<file path="config.mk">
export PLATFORM = sky130hd
export DESIGN_NAME = ssbts_ctrl
export DESIGN_NICKNAME = d
export VERILOG_FILES = /design/src/design/ssbts_pkg.sv /design/src/design/ssbts_ctrl.sv
export SDC_FILE = /design/constraint.sdc
export NUM_CORES = 1
export LEC_CHECK = 0
export CAP_MARGIN = 20
export CORE_MARGIN = 5
export CORE_UTILIZATION = 35
export CTS_CLUSTER_DIAMETER = 80
export CTS_CLUSTER_SIZE = 20
export DETAILED_ROUTE_END_ITERATION = 8
export DONT_BUFFER_PORTS = 1
export PLACE_DENSITY_LB_ADDON = 0.1
export SYNTH_ARGS = -nofsm -noshare
export SYNTH_HDL_FRONTEND = slang
export SYNTH_SLANG_ARGS = --single-unit
</file>
<file path="constraint.sdc">
create_clock -name clock -period 2.7 [get_ports clock]
set_input_delay 0.405 -clock clock [delete_from_list [all_inputs] [get_ports clock]]
set_output_delay 0.405 -clock clock [all_outputs]
set_load 0.1 [all_outputs]
</file>
<file path="src/design/ssbts_pkg.sv">
// ----------------------------------------------------------------------------
// ssbts_pkg: shared types and constants of the beat trend store
// Payload structs, request codes, register defaults and the command/status
// bundles between controller and datapath.
// ----------------------------------------------------------------------------
package ssbts_pkg;

   localparam int TIME_W = 40;
   localparam int RATE_W = 12;
   localparam int LEN_W  = 24;
   localparam int KICK_W = 16;
   localparam int OSUM_W = 28;
   localparam int KSUM_W = 20;

   localparam logic [1:0] REQ_CLEAR = 2'd0;
   localparam logic [1:0] REQ_BEGIN = 2'd1;
   localparam logic [1:0] REQ_ADD   = 2'd2;
   localparam logic [1:0] REQ_READ  = 2'd3;

   // register select is paddr[2]
   localparam logic REG_SAMPLE_PERIOD = 1'b0;
   localparam logic REG_SPAN_LEN      = 1'b1;

   localparam logic [15:0] SAMPLE_PERIOD_RESET = 16'd64;
   localparam logic [31:0] SPAN_LEN_RESET      = 32'd19200000;

   typedef struct packed {
      logic [1:0]  req_type;
      logic [23:0] window_len;
      logic [11:0] fhr;
      logic [15:0] beat_offset;
      logic [15:0] batch_size;
      logic [15:0] beat_position;
      logic [15:0] kicks;
      logic [9:0]  read_index;
   } req_payload_type;

   typedef struct packed {
      logic [10:0]        beat_total;
      logic [4:0]         window_total;
      logic [27:0]        observed_sum;
      logic [19:0]        kick_sum;
      logic [11:0]        read_rate;
      logic signed [39:0] read_time;
      logic               read_valid;
   } rsp_payload_type;

   typedef struct packed {
      logic clear;
      logic load;
      logic open;
      logic cut_load;
      logic beat_pop;
      logic win_pop;
      logic rebase;
      logic trim;
      logic beat_wr;
      logic win_app;
      logic rd_index;
      logic out_load;
   } cmd_type;

   typedef struct packed {
      logic [1:0] req_kind;
      logic       len_zero;
      logic       cut_pos;
      logic       beat_any;
      logic       win_any;
      logic       beat_old;
      logic       win_old;
      logic       win_full;
      logic       beat_ok;
      logic       beat_last;
      logic       out_free;
   } sts_type;

endpackage

</file>
<file path="src/design/ssbts_ctrl.sv">
// ----------------------------------------------------------------------------
// ssbts_ctrl: sequencer of the beat trend store
// Steps one request through its datapath commands, one state per step.
// ----------------------------------------------------------------------------
module ssbts_ctrl (
   input  logic               clock,
   input  logic               reset,
   input  logic               req_valid,
   output logic               req_ready,
   input  ssbts_pkg::sts_type sts,
   output ssbts_pkg::cmd_type cmd
);

   localparam logic [3:0] S_IDLE      = 4'd0;
   localparam logic [3:0] S_DISPATCH  = 4'd1;
   localparam logic [3:0] S_CUT       = 4'd2;
   localparam logic [3:0] S_BW_ADDR   = 4'd3;
   localparam logic [3:0] S_BW_CHK    = 4'd4;
   localparam logic [3:0] S_WW_ADDR   = 4'd5;
   localparam logic [3:0] S_WW_CHK    = 4'd6;
   localparam logic [3:0] S_BASE_ADDR = 4'd7;
   localparam logic [3:0] S_BASE      = 4'd8;
   localparam logic [3:0] S_TRIM      = 4'd9;
   localparam logic [3:0] S_BEAT_WR   = 4'd10;
   localparam logic [3:0] S_WPOP_ADDR = 4'd11;
   localparam logic [3:0] S_WPOP      = 4'd12;
   localparam logic [3:0] S_WAPP      = 4'd13;
   localparam logic [3:0] S_RD_ADDR   = 4'd14;
   localparam logic [3:0] S_RD_DATA   = 4'd15;

   logic [3:0] state_ff;
   logic [3:0] state_in;

   assign req_ready = (state_ff == S_IDLE);

   always_comb begin
      cmd      = '0;
      state_in = state_ff;
      case (state_ff)
         S_IDLE: begin
            if (req_valid) begin
               cmd.load = 1'b1;
               state_in = S_DISPATCH;
            end
         end
         S_DISPATCH: begin
            case (sts.req_kind)
               ssbts_pkg::REQ_CLEAR: begin
                  cmd.clear = 1'b1;
                  state_in  = S_RD_ADDR;
               end
               ssbts_pkg::REQ_BEGIN: begin
                  if (sts.len_zero) begin
                     state_in = S_RD_ADDR;
                  end else begin
                     cmd.open = 1'b1;
                     state_in = S_CUT;
                  end
               end
               ssbts_pkg::REQ_ADD: begin
                  state_in = sts.beat_ok ? S_TRIM : S_RD_ADDR;
               end
               default: begin
                  state_in = S_RD_ADDR;
               end
            endcase
         end
         S_CUT: begin
            cmd.cut_load = 1'b1;
            state_in     = S_BW_ADDR;
         end
         S_BW_ADDR: begin
            state_in = (sts.cut_pos && sts.beat_any) ? S_BW_CHK : S_WW_ADDR;
         end
         S_BW_CHK: begin
            if (sts.beat_old) begin
               cmd.beat_pop = 1'b1;
               state_in     = S_BW_ADDR;
            end else begin
               state_in = S_WW_ADDR;
            end
         end
         S_WW_ADDR: begin
            state_in = (sts.cut_pos && sts.win_any) ? S_WW_CHK : S_BASE_ADDR;
         end
         S_WW_CHK: begin
            if (sts.win_old) begin
               cmd.win_pop = 1'b1;
               state_in    = S_WW_ADDR;
            end else begin
               state_in = S_BASE_ADDR;
            end
         end
         S_BASE_ADDR: begin
            state_in = S_BASE;
         end
         S_BASE: begin
            cmd.rebase = 1'b1;
            state_in   = S_RD_ADDR;
         end
         S_TRIM: begin
            cmd.trim = 1'b1;
            state_in = S_BEAT_WR;
         end
         S_BEAT_WR: begin
            cmd.beat_wr = 1'b1;
            if (sts.beat_last) begin
               state_in = sts.win_full ? S_WPOP_ADDR : S_WAPP;
            end else begin
               state_in = S_RD_ADDR;
            end
         end
         S_WPOP_ADDR: begin
            state_in = S_WPOP;
         end
         S_WPOP: begin
            cmd.win_pop = 1'b1;
            state_in    = S_WAPP;
         end
         S_WAPP: begin
            cmd.win_app = 1'b1;
            state_in    = S_RD_ADDR;
         end
         S_RD_ADDR: begin
            cmd.rd_index = 1'b1;
            state_in     = S_RD_DATA;
         end
         S_RD_DATA: begin
            // keep the read address so the RAM output holds while stalled
            cmd.rd_index = 1'b1;
            if (sts.out_free) begin
               cmd.out_load = 1'b1;
               state_in     = S_IDLE;
            end
         end
         default: begin
            state_in = S_IDLE;
         end
      endcase
   end

   always_ff @(posedge clock) begin
      if (reset) begin
         state_ff <= S_IDLE;
      end else begin
         state_ff <= state_in;
      end
   end

endmodule

</file>
-- Yosys cells after proc, flatten, opt, wreduce, memory -nomap -nowiden
Cells that the tools add are included.
- output and inout bits: 13
- input port bits: 15
- register bits after elaboration: 4
- word-level logic and storage cells: 58
- equal/unequal tests: 19
- reductions and logical operators: 7
- multiplexer cells: 31
- operators with widths (operator ; number):
    $pmux W4 S15 ; 1
    $eq A4 B4 Y1 const B ; 8
    $mux W1 ; 20
    $eq A4 B3 Y1 const B ; 4
    $mux W3 ; 4
    $mux W4 ; 3
    $eq A4 B2 Y1 const B ; 2
    $pmux W4 S2 ; 1
    $eq A4 B1 Y1 const B ; 1
    $logic_not A4 Y1 ; 1
    $ne A2 B2 Y1 const B ; 2
    $reduce_or A2 Y1 ; 2
    $eq A2 B1 Y1 const B ; 1
    $eq A2 B2 Y1 const B ; 1
    $logic_and A1 B1 Y1 ; 2
    $logic_not A2 Y1 ; 1
    $mux W2 ; 1
    $pmux W1 S2 ; 1
    $reduce_and A2 Y1 ; 1

-- Logic depth before layout (Yosys ltp)
- word-level depth: 3
- depth in mapped cells: 6
- depth with buffers taken out: 6

-- Worst setup path before layout
No wires, ideal clock.
- kind: reg2out
- start: register state_ff[1]
- end: output cmd[10] (netlist bit)
- buffers on the path: 1
- arrival: 4.514 ns
- cell stages (with the launch flop): 4
- setup slack: -2.219 ns
- cell sequence: dfxtp_1 > buf_2 > nor4_1 > and2_1
- RTL lines (element ; RTL line ; text):
    start: declaration ; ssbts_ctrl.sv:31 ; logic [3:0] state_ff;
    start signal: assignment ; ssbts_ctrl.sv:146 ; state_ff <= state_in;
    end: declaration ; ssbts_ctrl.sv:11 ; output ssbts_pkg::cmd_type cmd

==> run summary <==
The flow ran to the end, and the final reports show no timing, DRC or antenna violations. The post-synthesis cell count came out at 84. 0 antenna diodes ended up in the layout. After clock tree synthesis, the flow added hold-fix buffers numbering 0. The tools report the via count of the routed design as 644. For this run, the leading register cell type out of synthesis is dfxtp_1. STA classifies the critical path startpoint as a register. The tools report the worst setup path startpoint as state_ff[3]. The count of final max-slew check failures is 0, and the number of distinct library cells after synthesis is 36. After the last flow step, the layout net total stands at 115. The TritonCTS sink count is 4.

The clock latency of the later-clocked register in the worst-skew pair is 230 ps. The tools report the number of search-and-repair iterations in the first detailed-routing pass as 4. After clock tree synthesis, the clock-pin slew on the worst setup and hold paths is 40 ps.

Detailed placement ended at an HPWL of 1240 µm. During I/O placement, the number of pins put on the boundary was 28. Dividing the detail-routed wire length by the instance count gives 14.5 µm. The number of antenna violations at the first check in global routing was 0. The largest registers in the layout are state_ff x4. The post-detailed-routing wire length was 1600 µm. Per-cell via count in the routed design: 5.85. The post-synthesis register bit count came out at 4.

The run gives 574 µm² as the cell area after technology mapping. Port buffering added 0 buffers. Sequential cells were found to cover 13.9% of the synthesized design area. The worst-case register-to-register setup slack is 880 ps. Actual slew at the worst max-slew pin: 884 ps.

The worst setup path is captured at an output port. The launch instance of the worst register-to-register path is state_ff[2]. The maximum number of pins on one net before global-route repair is 19. The number of gates resized after CTS was 0.

IR analysis of the VDD net gives a maximum drop of 0.545 mV. For the setup clock skew after layout, the log shows 3.86 ps. The DRC violations left is 0, and the maximum count of clock buffers along a single path is 2. The flip-flop count of the largest register after layout is 4. The first global-routing pass estimated 2880 µm of wire. Of all nets on the critical path, the largest fanout is 17.

The tightest hold path in the finished design has a slack of 240 ps. The setup path with the least slack is of type register to output port. Routability-driven placement finished with a final weighted congestion of 0.746.

Violation count after the first detailed-routing iteration: 8. Once detail routing completed, the nets flagged for antenna violations numbered 0. For this run, the number of Yosys warnings is 0. Of all flip-flops after synthesis, the portion carrying an async set or reset was 0%. The die outline width is 50.5 µm, and the data arrival time of the critical path is 1820 ps. Post-CTS timing repair inserted 0 buffers for setup.

Dividing total power by cell area gives a power density of 1270 mW/mm². After global routing the overflow that remains totals 0. Setup violations remaining at the end of the flow were counted as 0. In this run the core area contains 14 standard-cell rows.

The minimum period implied by the final worst setup slack is 2220 ps. Of the available clock period, the critical path in the final layout requires 82.2%. In this run the worst hold path is classified as input port to register.

Data on the critical path is required at its endpoint by 2300 ps. The overall die height is 50.5 µm, and the maximum operating frequency is 0.450 GHz. Global routing used 14.0% of the available tracks across all layers.

TritonCTS built the clock tree. In this run the tightest slew margin relative to its limit is 41.0%. The run gives 103 as the number of nets produced by synthesis. The worst hold path startpoint was reset. Setup repair after global routing left no endpoint under its margin.

Relative to the synthesized area, the layout overhead comes to 38.6%. The logs give 0 for the final hold violation count and 1 for the number of levels the H-tree was split into. The starting density of the core was 37.7%; the TritonCTS buffer count was 3.

Counting flops with a built-in enable in the synthesized netlist gives 0. The root buffer cell was clkbuf_4. The leakage power total is 0.318 nW, and the synthesized area per cell is 6.84 µm². The placeable core region was 0.00152 mm². The fraction of layout cells with a size suffix above 1 is 35.1%, and the overall die area is 0.00255 mm².

The via count of the first global-routing pass came out at 659. The tool flagged a number of max-cap violations equal to 0. The design draws 1.01 mW. More flip-flops sit in one register than any other, and that register is state_ff.
per-stage QoR:
step | cell area, µm² | setup TNS [ps] | std cells | setup WS (ps) | util, %
floorplan | 606 | -1260 | 84 | -519 | -
finish | 796 | 0 | 110 | 480 | 52.2
detailed placement | 773 | 0 | 107 | 746 | 50.7
CTS | 796 | 0 | 110 | 485 | 52.2
global route | 796 | 0 | 110 | 347 | 52.2
global placement | 773 | 0 | 107 | 767 | 50.7
layer usage:
layer / GRT usage, % / wire length [µm] / up-vias
met5: 0 / 0 / -
met2: 20.9 / 799 / 24
met4: 7.23 / 7 / 0
met3: 3.55 / 118 / 2
met1: 18.4 / 675 / 295
li1: - / - / 323
synth_stat cells, drive strengths merged (2+ instances only):
cell | n | share of area [%]
inv | 9 | 6.8
buf | 7 | 8.3
dfxtp | 4 | 14
nor2 | 9 | 5.9
nand3 | 3 | 2.6
a31o | 2 | 3.1
nor3 | 5 | 4.4
nand2b | 3 | 3.3
nand4 | 2 | 2.2
a31oi | 3 | 4.4
a21oi | 5 | 4.4
ha | 4 | 8.7
nand2 | 10 | 6.5
cell type report:
cell class                      count  area (µm²)
Sequential cell                     4        80.1
Fill cell                         153         728
Timing Repair Buffer               14         153
Tap cell                           16        20.0
Clock buffer                        3        22.5
Multi-Input combinational cell     64         482
Inverter                            9        38.8
worst max-delay path, stage by stage (launching register included):
cell and delay, ps:
dfxtp_1 790, nand2b_1 300, a21oi_2 190, buf_4 300
cell families (layout without fill, tap and decap cells):
logic type                 Yosys count  count (layout)  synth area share [%]
buffers and inverters               16              26                  15.0
and+or+nand+nor                     38              38                  33.1
DFF                                  4               4                  13.9
adders and majority gates            4               4                  8.71
AOI/OAI and AO/OA                   22              22                  29.2
cells in the final DEF, fill, tap and decap left out, drive strengths merged, types with 2 or more instances in the layout:
cell	instances
buf	12
nand2	10
nor2	9
inv	9
a21oi	5
clkbuf	5
nor3	5
ha	4
dfxtp	4
nand2b	3
nand3	3
a31oi	3
nand4	2
a31o	2
path summary, 6_finish.rpt:
kind	cells after the start	to
max	3	cmd[6]
max reg2reg	4	state_ff[0]
min reg2reg	3	state_ff[0]
min	1	state_ff[2]
power breakdown:
| group | switching [mW] | internal, mW | total [mW] |
|---|---|---|---|
| clock | 0.0206 | 0.0494 | 0.0700 |
| combinational | 0.511 | 0.240 | 0.751 |
| sequential | 0.107 | 0.0847 | 0.192 |
| total | 0.639 | 0.374 | 1.01 |
Note: power is estimated with default switching activity, not from simulation.
